<file path="config.mk">
export PLATFORM = sky130hd
export DESIGN_NAME = hsl_to_rgb_converter
export DESIGN_NICKNAME = d
export VERILOG_FILES = /design/src/hw/rtl/hsl2rgb_pkg.sv /design/src/hw/rtl/hsl_to_rgb_converter.sv
export SDC_FILE = /design/constraint.sdc
export NUM_CORES = 1
export LEC_CHECK = 0
export ABC_AREA = 1
export BUFFER_PORTS_ARGS = -buffer_cell sky130_fd_sc_hd__buf_2
export CAP_MARGIN = 20
export CORE_ASPECT_RATIO = 0.75
export CORE_MARGIN = 5
export CORE_UTILIZATION = 28
export CTS_BUF_LIST = sky130_fd_sc_hd__clkbuf_2
export CTS_CLUSTER_SIZE = 10
export DETAILED_ROUTE_END_ITERATION = 12
export PLACE_DENSITY_LB_ADDON = 0.15
export SETUP_SLACK_MARGIN = 0.4
export SLEW_MARGIN = 40
export SYNTH_ARGS = -nofsm -noshare
export SYNTH_HDL_FRONTEND = slang
export SYNTH_SLANG_ARGS = --single-unit
</file>
<file path="constraint.sdc">
create_clock -name clk -period 19.6 [get_ports clk]
set_input_delay 0.98 -clock clk [delete_from_list [all_inputs] [get_ports clk]]
set_output_delay 0.98 -clock clk [all_outputs]
set_load 0.02 [all_outputs]
</file>
<file path="src/hw/rtl/hsl2rgb_pkg.sv">
// ============================================================================
// HSL to RGB converter package
// Number formats, derived constants and the hue sector type shared by the
// HSL to RGB conversion pipeline.
// ============================================================================
package hsl2rgb_pkg;

    // Input field width: hue, saturation and lightness are all signed.
    localparam int IN_W            = 14;

    // Fraction bits of the unit range and sub-degree bits of the hue.
    localparam int FRAC_BITS       = 12;
    localparam int HUE_SUBDEG_BITS = 4;

    // Unit value (1.0) and the width that holds 0..ONE inclusive.
    localparam int ONE             = 1 << FRAC_BITS;
    localparam int UNIT_W          = FRAC_BITS + 1;

    // One full turn and one 60 degree sector in hue units.
    localparam int HUE_FULL        = 360 << HUE_SUBDEG_BITS;
    localparam int HUE_SECT        = 60 << HUE_SUBDEG_BITS;
    localparam int HUE_W           = $clog2(HUE_FULL);
    localparam int F_W             = $clog2(HUE_SECT);
    localparam int SECT_W          = $clog2(HUE_SECT + 1);

    // Sign-extended hue width, wide enough for two turns either way.
    localparam int HX_W            = IN_W + 2;

    // Product C * f and the exact reciprocal used to divide it by a sector.
    localparam int PROD_W          = UNIT_W + SECT_W;
    localparam int RSH             = PROD_W + SECT_W;
    localparam longint unsigned RECIP =
        ((64'd1 << RSH) + longint'(HUE_SECT) - 64'd1) / longint'(HUE_SECT);
    localparam int RECIP_W         = $clog2(RECIP + 1);
    localparam int QPROD_W         = PROD_W + RECIP_W;

    // Hue sector, which decides the order of (C, X, 0) across the channels.
    typedef enum logic [2:0] {
        SECTOR_RED_YELLOW    = 3'd0,
        SECTOR_YELLOW_GREEN  = 3'd1,
        SECTOR_GREEN_CYAN    = 3'd2,
        SECTOR_CYAN_BLUE     = 3'd3,
        SECTOR_BLUE_MAGENTA  = 3'd4,
        SECTOR_MAGENTA_RED   = 3'd5
    } hue_sector_t;

    typedef logic [UNIT_W-1:0] unit_t;

endpackage

</file>
<file path="src/hw/rtl/hsl_to_rgb_converter.sv">
// ============================================================================
// HSL to RGB converter
// Converts one HSL color per item into Q1.12 red, green and blue in a
// five-stage pipeline with per-stage valid bits and stall back-pressure.
// ============================================================================
//
//  Channel  Direction  Handshake            Payload
//  -------  ---------  -------------------  ---------------------------------
//  hsl      input      hsl_valid/hsl_stall  hue, saturation, lightness (s14)
//  rgb      output     rgb_valid/rgb_stall  red, green, blue (u13)
//
//  One item is taken per cycle while hsl_stall is low.
//  The chroma multiply, the C * f multiply and the reciprocal multiply that
//  divides by one sector each sit in a stage of their own.
//  A stage moves when it is empty or the stage after it moves, so bubbles
//  close up under a stall and hsl_stall is high only when all stages are full.
//  Reset empties the pipeline; the data registers are not reset.
//
module hsl_to_rgb_converter
(
    input  logic                                clk,
    input  logic                                rst_n,
    input  logic                                hsl_valid,
    output logic                                hsl_stall,
    input  logic signed [hsl2rgb_pkg::IN_W-1:0] hue,
    input  logic signed [hsl2rgb_pkg::IN_W-1:0] saturation,
    input  logic signed [hsl2rgb_pkg::IN_W-1:0] lightness,
    output logic                                rgb_valid,
    input  logic                                rgb_stall,
    output logic [hsl2rgb_pkg::UNIT_W-1:0]      red,
    output logic [hsl2rgb_pkg::UNIT_W-1:0]      green,
    output logic [hsl2rgb_pkg::UNIT_W-1:0]      blue
);

    // ------------------------------------------------------------------------
    // Pipeline registers
    // ------------------------------------------------------------------------
    logic                                 s1_valid_reg, s2_valid_reg, s3_valid_reg;
    logic                                 s4_valid_reg, s5_valid_reg;
    logic                                 s1_move, s2_move, s3_move, s4_move, s5_move;

    logic [hsl2rgb_pkg::HUE_W-1:0]        s1_hue_reg;
    hsl2rgb_pkg::unit_t                   s1_sat_reg, s1_light_reg, s1_span_reg;

    hsl2rgb_pkg::hue_sector_t             s2_sector_reg;
    logic [hsl2rgb_pkg::F_W-1:0]          s2_frac_reg;
    hsl2rgb_pkg::unit_t                   s2_chroma_reg, s2_light_reg;

    hsl2rgb_pkg::hue_sector_t             s3_sector_reg;
    logic [hsl2rgb_pkg::PROD_W-1:0]       s3_prod_reg;
    hsl2rgb_pkg::unit_t                   s3_chroma_reg, s3_offset_reg;

    hsl2rgb_pkg::hue_sector_t             s4_sector_reg;
    hsl2rgb_pkg::unit_t                   s4_x_reg, s4_chroma_reg, s4_offset_reg;

    hsl2rgb_pkg::unit_t                   s5_red_reg, s5_green_reg, s5_blue_reg;

    // Next values
    logic [hsl2rgb_pkg::HUE_W-1:0]        s1_hue_next;
    hsl2rgb_pkg::unit_t                   s1_sat_next, s1_light_next, s1_span_next;
    hsl2rgb_pkg::hue_sector_t             s2_sector_next;
    logic [hsl2rgb_pkg::F_W-1:0]          s2_frac_next;
    hsl2rgb_pkg::unit_t                   s2_chroma_next;
    logic [hsl2rgb_pkg::PROD_W-1:0]       s3_prod_next;
    hsl2rgb_pkg::unit_t                   s3_offset_next;
    hsl2rgb_pkg::unit_t                   s4_x_next;
    hsl2rgb_pkg::unit_t                   s5_red_next, s5_green_next, s5_blue_next;

    // ------------------------------------------------------------------------
    // Flow control: a stage moves when it is empty or its successor moves.
    // ------------------------------------------------------------------------
    assign s5_move   = !s5_valid_reg || !rgb_stall;
    assign s4_move   = !s4_valid_reg || s5_move;
    assign s3_move   = !s3_valid_reg || s4_move;
    assign s2_move   = !s2_valid_reg || s3_move;
    assign s1_move   = !s1_valid_reg || s2_move;
    assign hsl_stall = !s1_move;

    always_ff @(posedge clk or negedge rst_n)
    begin
        if (!rst_n)
        begin
            s1_valid_reg <= 1'b0;
            s2_valid_reg <= 1'b0;
            s3_valid_reg <= 1'b0;
            s4_valid_reg <= 1'b0;
            s5_valid_reg <= 1'b0;
        end
        else
        begin
            if (s1_move) s1_valid_reg <= hsl_valid;
            if (s2_move) s2_valid_reg <= s1_valid_reg;
            if (s3_move) s3_valid_reg <= s2_valid_reg;
            if (s4_move) s4_valid_reg <= s3_valid_reg;
            if (s5_move) s5_valid_reg <= s4_valid_reg;
        end
    end

    // ------------------------------------------------------------------------
    // Stage 1: wrap the hue into one turn, clamp S and L, form 1 - |2L - 1|.
    // ------------------------------------------------------------------------
    always_comb
    begin
        logic signed [hsl2rgb_pkg::HX_W-1:0] hue_x;
        logic signed [hsl2rgb_pkg::HX_W-1:0] hue_w;
        logic [hsl2rgb_pkg::UNIT_W:0]        light2;
        logic [hsl2rgb_pkg::UNIT_W:0]        light_dev;

        hue_x = hsl2rgb_pkg::HX_W'(hue);
        if (hue_x < -hsl2rgb_pkg::HUE_FULL)
            hue_w = hue_x + hsl2rgb_pkg::HX_W'(2 * hsl2rgb_pkg::HUE_FULL);
        else if (hue_x < 0)
            hue_w = hue_x + hsl2rgb_pkg::HX_W'(hsl2rgb_pkg::HUE_FULL);
        else if (hue_x >= hsl2rgb_pkg::HUE_FULL)
            hue_w = hue_x - hsl2rgb_pkg::HX_W'(hsl2rgb_pkg::HUE_FULL);
        else
            hue_w = hue_x;
        s1_hue_next = hue_w[hsl2rgb_pkg::HUE_W-1:0];

        // Clamp saturation and lightness to 0..ONE.
        if (saturation < 0)
            s1_sat_next = '0;
        else if (saturation > hsl2rgb_pkg::ONE)
            s1_sat_next = hsl2rgb_pkg::UNIT_W'(hsl2rgb_pkg::ONE);
        else
            s1_sat_next = saturation[hsl2rgb_pkg::UNIT_W-1:0];

        if (lightness < 0)
            s1_light_next = '0;
        else if (lightness > hsl2rgb_pkg::ONE)
            s1_light_next = hsl2rgb_pkg::UNIT_W'(hsl2rgb_pkg::ONE);
        else
            s1_light_next = lightness[hsl2rgb_pkg::UNIT_W-1:0];

        // Distance of 2L from one, then its complement.
        light2 = {s1_light_next, 1'b0};
        if (light2 >= (hsl2rgb_pkg::UNIT_W + 1)'(hsl2rgb_pkg::ONE))
            light_dev = light2 - (hsl2rgb_pkg::UNIT_W + 1)'(hsl2rgb_pkg::ONE);
        else
            light_dev = (hsl2rgb_pkg::UNIT_W + 1)'(hsl2rgb_pkg::ONE) - light2;
        s1_span_next = hsl2rgb_pkg::UNIT_W'(hsl2rgb_pkg::ONE)
                     - light_dev[hsl2rgb_pkg::UNIT_W-1:0];
    end

    always_ff @(posedge clk)
    begin
        if (s1_move)
        begin
            s1_hue_reg   <= s1_hue_next;
            s1_sat_reg   <= s1_sat_next;
            s1_light_reg <= s1_light_next;
            s1_span_reg  <= s1_span_next;
        end
    end

    // ------------------------------------------------------------------------
    // Stage 2: chroma multiply, and split the hue into sector and fraction.
    // ------------------------------------------------------------------------
    always_comb
    begin
        logic [2*hsl2rgb_pkg::UNIT_W-1:0] chroma_full;
        logic [hsl2rgb_pkg::HUE_W-1:0]    base;

        chroma_full    = (2 * hsl2rgb_pkg::UNIT_W)'(s1_span_reg)
                       * (2 * hsl2rgb_pkg::UNIT_W)'(s1_sat_reg);
        s2_chroma_next = chroma_full[hsl2rgb_pkg::FRAC_BITS +: hsl2rgb_pkg::UNIT_W];

        s2_sector_next = hsl2rgb_pkg::SECTOR_RED_YELLOW;
        base           = '0;
        for (int k = 1; k < 6; k++)
        begin
            if (s1_hue_reg >= hsl2rgb_pkg::HUE_W'(k * hsl2rgb_pkg::HUE_SECT))
            begin
                s2_sector_next = hsl2rgb_pkg::hue_sector_t'(k);
                base           = hsl2rgb_pkg::HUE_W'(k * hsl2rgb_pkg::HUE_SECT);
            end
        end
        s2_frac_next = hsl2rgb_pkg::F_W'(s1_hue_reg - base);
    end

    always_ff @(posedge clk)
    begin
        if (s2_move)
        begin
            s2_sector_reg <= s2_sector_next;
            s2_frac_reg   <= s2_frac_next;
            s2_chroma_reg <= s2_chroma_next;
            s2_light_reg  <= s1_light_reg;
        end
    end

    // ------------------------------------------------------------------------
    // Stage 3: C times the rising or falling fraction; offset m = L - C/2.
    // ------------------------------------------------------------------------
    always_comb
    begin
        logic [hsl2rgb_pkg::SECT_W-1:0] ramp;

        if (s2_sector_reg[0])
            ramp = hsl2rgb_pkg::SECT_W'(hsl2rgb_pkg::HUE_SECT)
                 - hsl2rgb_pkg::SECT_W'(s2_frac_reg);
        else
            ramp = hsl2rgb_pkg::SECT_W'(s2_frac_reg);
        s3_prod_next   = hsl2rgb_pkg::PROD_W'(s2_chroma_reg)
                       * hsl2rgb_pkg::PROD_W'(ramp);
        s3_offset_next = s2_light_reg - (s2_chroma_reg >> 1);
    end

    always_ff @(posedge clk)
    begin
        if (s3_move)
        begin
            s3_sector_reg <= s2_sector_reg;
            s3_prod_reg   <= s3_prod_next;
            s3_chroma_reg <= s2_chroma_reg;
            s3_offset_reg <= s3_offset_next;
        end
    end

    // ------------------------------------------------------------------------
    // Stage 4: divide by one sector through an exact reciprocal multiply.
    // ------------------------------------------------------------------------
    always_comb
    begin
        logic [hsl2rgb_pkg::QPROD_W-1:0] qprod;

        qprod     = hsl2rgb_pkg::QPROD_W'(s3_prod_reg)
                  * hsl2rgb_pkg::QPROD_W'(hsl2rgb_pkg::RECIP);
        s4_x_next = qprod[hsl2rgb_pkg::RSH +: hsl2rgb_pkg::UNIT_W];
    end

    always_ff @(posedge clk)
    begin
        if (s4_move)
        begin
            s4_sector_reg <= s3_sector_reg;
            s4_x_reg      <= s4_x_next;
            s4_chroma_reg <= s3_chroma_reg;
            s4_offset_reg <= s3_offset_reg;
        end
    end

    // ------------------------------------------------------------------------
    // Stage 5: order (C, X, 0) by sector and add the offset.
    // ------------------------------------------------------------------------
    always_comb
    begin
        hsl2rgb_pkg::unit_t r_raw, g_raw, b_raw;

        case (s4_sector_reg)
            hsl2rgb_pkg::SECTOR_RED_YELLOW:
            begin
                r_raw = s4_chroma_reg; g_raw = s4_x_reg;      b_raw = '0;
            end
            hsl2rgb_pkg::SECTOR_YELLOW_GREEN:
            begin
                r_raw = s4_x_reg;      g_raw = s4_chroma_reg; b_raw = '0;
            end
            hsl2rgb_pkg::SECTOR_GREEN_CYAN:
            begin
                r_raw = '0;            g_raw = s4_chroma_reg; b_raw = s4_x_reg;
            end
            hsl2rgb_pkg::SECTOR_CYAN_BLUE:
            begin
                r_raw = '0;            g_raw = s4_x_reg;      b_raw = s4_chroma_reg;
            end
            hsl2rgb_pkg::SECTOR_BLUE_MAGENTA:
            begin
                r_raw = s4_x_reg;      g_raw = '0;            b_raw = s4_chroma_reg;
            end
            default:
            begin
                r_raw = s4_chroma_reg; g_raw = '0;            b_raw = s4_x_reg;
            end
        endcase

        // The sums never exceed one, so no saturation is needed.
        s5_red_next   = r_raw + s4_offset_reg;
        s5_green_next = g_raw + s4_offset_reg;
        s5_blue_next  = b_raw + s4_offset_reg;
    end

    always_ff @(posedge clk)
    begin
        if (s5_move)
        begin
            s5_red_reg   <= s5_red_next;
            s5_green_reg <= s5_green_next;
            s5_blue_reg  <= s5_blue_next;
        end
    end

    assign rgb_valid = s5_valid_reg;
    assign red       = s5_red_reg;
    assign green     = s5_green_reg;
    assign blue      = s5_blue_reg;

    // ------------------------------------------------------------------------
    // Assertions
    // ------------------------------------------------------------------------
`ifndef NO_ASSERTIONS
    // The sector split never yields a code past the last sector.
    a_sector_range: assert property (@(posedge clk) disable iff (!rst_n)
        s2_valid_reg |-> (s2_sector_reg <= hsl2rgb_pkg::SECTOR_MAGENTA_RED))
        else $error("hue sector out of range");

    // The secondary component never exceeds the chroma.
    a_x_le_chroma: assert property (@(posedge clk) disable iff (!rst_n)
        s4_valid_reg |-> (s4_x_reg <= s4_chroma_reg))
        else $error("secondary component larger than chroma");

    // Chroma plus offset stays within the unit range.
    a_sum_le_one: assert property (@(posedge clk) disable iff (!rst_n)
        s4_valid_reg |-> (({1'b0, s4_chroma_reg} + {1'b0, s4_offset_reg})
                          <= (hsl2rgb_pkg::UNIT_W + 1)'(hsl2rgb_pkg::ONE)))
        else $error("chroma plus offset exceeds one");

    // A full pipeline under an output stall pushes back on the input.
    a_full_stall: assert property (@(posedge clk) disable iff (!rst_n)
        (s1_valid_reg && s2_valid_reg && s3_valid_reg && s4_valid_reg
         && s5_valid_reg && rgb_stall) |-> hsl_stall)
        else $error("full pipeline took an item under stall");
`endif

endmodule

</file>
### Word level (Yosys, flattened, before mapping)

Cells that the tools add are included.

* bits in registers: 229
* input bits: 46
* output and inout bits: 41
* logic and storage cells: 99

* $add $sub $neg: 12
* multiply operators: 3
* magnitude comparators: 13
* eq/ne operators: 4
* multiplexer cells: 20
* reductions and logical operators: 21

Operators by type and width (count)
* 2-to-1 mux 13 bit: 7
* case mux 13 bit (2 select lines): 3
* 2-to-1 mux 10 bit: 6
* multiplier 23 x 24 -> 46 bit, second input constant: 1
* less-than comparator 14 x 1 -> 1 bit, second input constant: 3
* adder 13 bit: 3
* > comparator 14 bit, second input constant: 2
* adder 13 bit, second input constant: 2
* greater-or-equal comparator 13 x 12 -> 1 bit, second input constant: 2
* subtractor 13 bit, first input constant: 2
* subtractor 13 bit, second input constant: 2
* multiplier 13 x 13 -> 25 bit: 1
* multiplier 13 x 10 -> 23 bit: 1
* OR reduction 2 bit: 8
* greater-or-equal comparator 14 x 13 -> 1 bit, second input constant: 1
* greater-or-equal comparator 14 bit, second input constant: 1
* less-than comparator 14 bit, second input constant: 1
* greater-or-equal comparator 13 x 10 -> 1 bit, second input constant: 1
* greater-or-equal comparator 13 x 11 -> 1 bit, second input constant: 1
* greater-or-equal comparator 13 bit, second input constant: 1
* subtractor 13 x 12 -> 13 bit: 1
* subtractor 10 bit: 1
* subtractor 10 bit, first input constant: 1
* zero test 1 bit: 7
* other kinds (7): 14

### Depth between registers and ports, before layout

* depth after elaboration: 7
* depth in mapped cells: 31

### Least setup slack after synthesis

OpenSTA, ideal clock, no wires.

* kind: input -> register
* start: input port rgb_stall
* end: register s1_hue_reg[0] (netlist name) (enable)
* setup time: 0.404 ns
* data arrival time: 6.336 ns
* data required time: 19.196 ns
* slack: 12.860 ns
* stages: 9
* cells stage by stage: nand2_1 -> nor2_1 -> inv_1 -> nor2_1 -> inv_1 -> nor2_1 -> inv_1 -> nor2_1 -> inv_1

* longest elaborated chain between the ends: 6

Ends and longest elaborated chain
* start, declared: RTL line hsl_to_rgb_converter.sv:29 `input logic rgb_stall,`
* zero test 1 bit: RTL line hsl_to_rgb_converter.sv:72 `assign s5_move = !s5_valid_reg || !rgb_stall;`
* logical OR 1 bit: RTL line hsl_to_rgb_converter.sv:72
* logical OR 1 bit: RTL line hsl_to_rgb_converter.sv:73 `assign s4_move = !s4_valid_reg || s5_move;`
* named net s4_move: RTL line hsl_to_rgb_converter.sv:40 `logic s1_move, s2_move, s3_move, s4_move, s5_move;`
* logical OR 1 bit: RTL line hsl_to_rgb_converter.sv:74 `assign s3_move = !s3_valid_reg || s4_move;`
* named net s3_move: RTL line hsl_to_rgb_converter.sv:40
* logical OR 1 bit: RTL line hsl_to_rgb_converter.sv:75 `assign s2_move = !s2_valid_reg || s3_move;`
* named net s2_move: RTL line hsl_to_rgb_converter.sv:40
* logical OR 1 bit: RTL line hsl_to_rgb_converter.sv:76 `assign s1_move = !s1_valid_reg || s2_move;`
* end signal, assigned: RTL line hsl_to_rgb_converter.sv:149 `s1_hue_reg <= s1_hue_next;`
* end, declared: RTL line hsl_to_rgb_converter.sv:42 `logic [hsl2rgb_pkg::HUE_W-1:0] s1_hue_reg;`

The timed path passes the listed nets, and every way through them passes these cells.
A chain may end at the register's enable or synchronous reset.

### Worst setup path in the final report

* start: register s2_frac_reg[0] (netlist name)
* end: register s3_prod_reg[19] (netlist name) (data pin)

* longest elaborated chain between the ends: 3

Ends and longest elaborated chain
* start, declared: RTL line hsl_to_rgb_converter.sv:46 `logic [hsl2rgb_pkg::F_W-1:0] s2_frac_reg;`
* start signal, assigned: RTL line hsl_to_rgb_converter.sv:186 `s2_frac_reg <= s2_frac_next;`
* subtractor 10 bit: RTL line hsl_to_rgb_converter.sv:201 `- hsl2rgb_pkg::SECT_W'(s2_frac_reg);`
* 2-to-1 mux 10 bit *: RTL line hsl_to_rgb_converter.sv:199 `if (s2_sector_reg[0])`
* multiplier 13 x 10 -> 23 bit *: RTL line hsl_to_rgb_converter.sv:205 `* hsl2rgb_pkg::PROD_W'(ramp);`
* named net s3_prod_next, one bit: RTL line hsl_to_rgb_converter.sv:64 `logic [hsl2rgb_pkg::PROD_W-1:0] s3_prod_next;`
* end signal, assigned: RTL line hsl_to_rgb_converter.sv:214 `s3_prod_reg <= s3_prod_next;`
* end, declared: RTL line hsl_to_rgb_converter.sv:50 `logic [hsl2rgb_pkg::PROD_W-1:0] s3_prod_reg;`

The timed path passes the listed nets; every way through them passes the cells marked *.

==> impl_metrics.tcl <==
set metrics [dict create \
    hold_path_class "primary input to flip-flop" \
    skew_ns 0.143 \
    slew_headroom_pct 45.3 \
    die_area_um2 96000 \
    cp-start-kind "flip-flop" \
    fin_hold_ws_ns 0.230 \
    ys_async_sr_fraction_pct 2.20 \
    worst_slew_pin_slew_ns 0.821 \
    rsz0062_at_grt "no" \
    grt_start_max_net_pins 55 \
    drtIter0Drc 1030 \
    ys_seq_area_share_pct 27.0 \
    ant_nets 0 \
    routedLengthMet1_mm 36.3 \
    synth_ff_type "edfxtp_1" \
    clk_path_buf_depth 3 \
    top_layer "met4" \
    grt_pass1_vias 19300 \
    maxCapViolCount 0 \
    ys_types 52 \
    cts_buffers 61 \
    cp_max_fo 15 \
    synthesis.nets 3420 \
    grt-ovfl-total 0 \
    reg2reg_from "s2_frac_reg[0]$_DFFE_PP_" \
    synth-edff-count 222 \
    syn_inst 2778 \
    htreeDepth 2 \
    grt_pass1_wl_mm 108 \
    cp_common_cell "inv_1" \
    worst_path_largest_cell_delay_ns 0.66 \
    min_period_ns 7.12 \
    syn_avg_cell_area_um2 9.06 \
    endpoint "s3_prod_reg[19]$_DFFE_PP_" \
    final.setup.tns_ns 0 \
    post_cts_buffers 0 \
    syn_area_um2 25200 \
    cts_resized 0 \
    hold_violations 0 \
    vias 18800 \
    initial_core_util_pct 28.2 \
    synth_area_leaders "edfxtp_1, fa_1, ha_1" \
    hold_buffers 9 \
    grt_usage_pct 14.2 \
    wirelength_mm 68.5 \
    cts_root_buffer "clkbuf_2" \
    slew_violations 0 \
    max_freq_mhz 140 \
    reg2reg_depth 30 \
    r2r_end "s3_prod_reg[19]$_DFFE_PP_" \
    ys_warn_count 0 \
    route.detailed.drc 0 \
    drive_gt1_share_pct 7.59 \
    crit_arrival_ns 7.94 \
    syn_to_final_growth_pct 10.1 \
    layout.nets 3540 \
    yosysTopAreaCell "edfxtp_1" \
    synth-seq-cells 227 \
    status "finished clean" \
    dp_hpwl_mm 56.9 \
    setup_violations 0 \
    ios 87 \
    vias_per_cell 4.54 \
    crit_path_end_kind "flip-flop" \
    clk_latency_ns 1.12 \
    largest_register_ffs 23 \
    first_pass_iters 5 \
    yosysMostFrequentCell "inv_1" \
    gp_congestion 0.847 \
    synthTopCellsByCount "inv_1, nand2_1, ha_1, fa_1, edfxtp_1" \
    core_area_um2 89400 \
    die_w_um 356 \
    wl_met2_mm 27.5 \
    die_h_um 270 \
    clk_pin_slew_ns 0.12 \
    worstSetupPathType "flip-flop to flip-flop" \
    period_share_pct 36.3 \
    r2r_slack_ns 12.48 \
    netlist.area_leader.share_pct 26.5 \
    antenna_found_initial 2 \
    cp.required_ns 20.41 \
    startpoint "s2_frac_reg[0]$_DFFE_PP_" \
    num_rows 95 \
    clkSinkCount 227 \
    slowest_stage "edfxtp_1" \
    wl_met3_mm 3.50 \
    io_buffers 86 \
    cts_tree "built" \
    wire_per_inst_um 16.5 \
]
[kinds of logic (layout without fill, tap and decap cells)]
group           after synthesis  in the layout  synth area share (%)
simple gates                843            843                  14.0
buf+inv                     668            827                  10.0
fa+ha+maj                   596            596                  37.4
compound gates              327            327                  7.46
flops                       227            227                  27.0
xor+xnor                    117            117                  4.07
other cells                   0              2                     0
[stage by stage]
stage | worst slack, ns | std cells | utilization [%] | instance area, um2
after floorplan | 12.86 | 2778 | - | 25200
after global placement | 12.61 | 4038 | 30.2 | 27000
after detailed placement | 12.47 | 4038 | 30.2 | 27000
after CTS | 12.45 | 4149 | 31.0 | 27700
after global routing | 11.89 | 4150 | 31.0 | 27700
final | 12.48 | 4151 | 31.0 | 27700
[cells in the final DEF (no fill, tap or decap), drive strengths merged, types with 3 or more instances in the layout]
cell type	n
nor4	9
xnor2	32
o31ai	3
a21oi	128
edfxtp	222
o21a	3
nand4	20
nand2	505
nor2	209
a211oi	3
a31oi	18
inv	619
buf	93
nor3	17
a21o	11
dfrtp	5
nand3b	5
or2	6
clkinv	26
o21bai	9
o21ai	84
o22ai	42
fa	261
dlygate4sd3	9
nand3	66
ha	335
o2111ai	4
o211ai	10
clkbuf	75
bufinv	5
and2	3
o221ai	3
xor2	85
[routing by layer]
layer | vias up | global-route usage (%)
li1 | 9163 | -
met1 | 9167 | 22.3
met2 | 413 | 20.2
met3 | 82 | 2.43
met4 | 0 | 2.99
met5 | - | 0
[how the worst min path moves through the flow]
stage / from / endpoint / slack (ns) / cells after the start
finish: saturation[13] / s1_sat_reg[12]$_SDFFCE_PP0N_ / 0.23 / 2
global route: saturation[13] / s1_sat_reg[12]$_SDFFCE_PP0N_ / 0.07 / 2
CTS: rst_n / rgb_valid$_DFFE_PN0P_ / 0.04 / 2
detailed placement: s3_chroma_reg[1]$_DFFE_PP_ / s4_chroma_reg[1]$_DFFE_PP_ / 0.40 / 0
global placement: s3_offset_reg[11]$_DFFE_PP_ / s4_offset_reg[11]$_DFFE_PP_ / 0.40 / 0
floorplan: s1_hue_reg[0]$_DFFE_PN_ / s2_frac_reg[0]$_DFFE_PP_ / 0.40 / 0
[worst max-delay path: cells and delay by family (launching register included)]
family,cells,cell delay [ns]
xor+xnor,1,0.15
fa+ha+maj,7,2.98
buf+inv,8,0.84
compound gates,5,0.88
simple gates,9,1.37
flops,1,0.66
[area by class of cell]
type                    count  area (um2)
fillers                  9528       61700
multi-input cells        1883       15900
flip-flops and latches    227        6790
inverters                 623        2340
well taps                1212        1520
repair buffers            102         573
clock buffers              75         375
clock inverters            27         241
diodes                      2        5.00
Power is left out: the tool's default activity adds up to more than one toggle a clock period on the data nets, which glitch-free logic cannot reach.
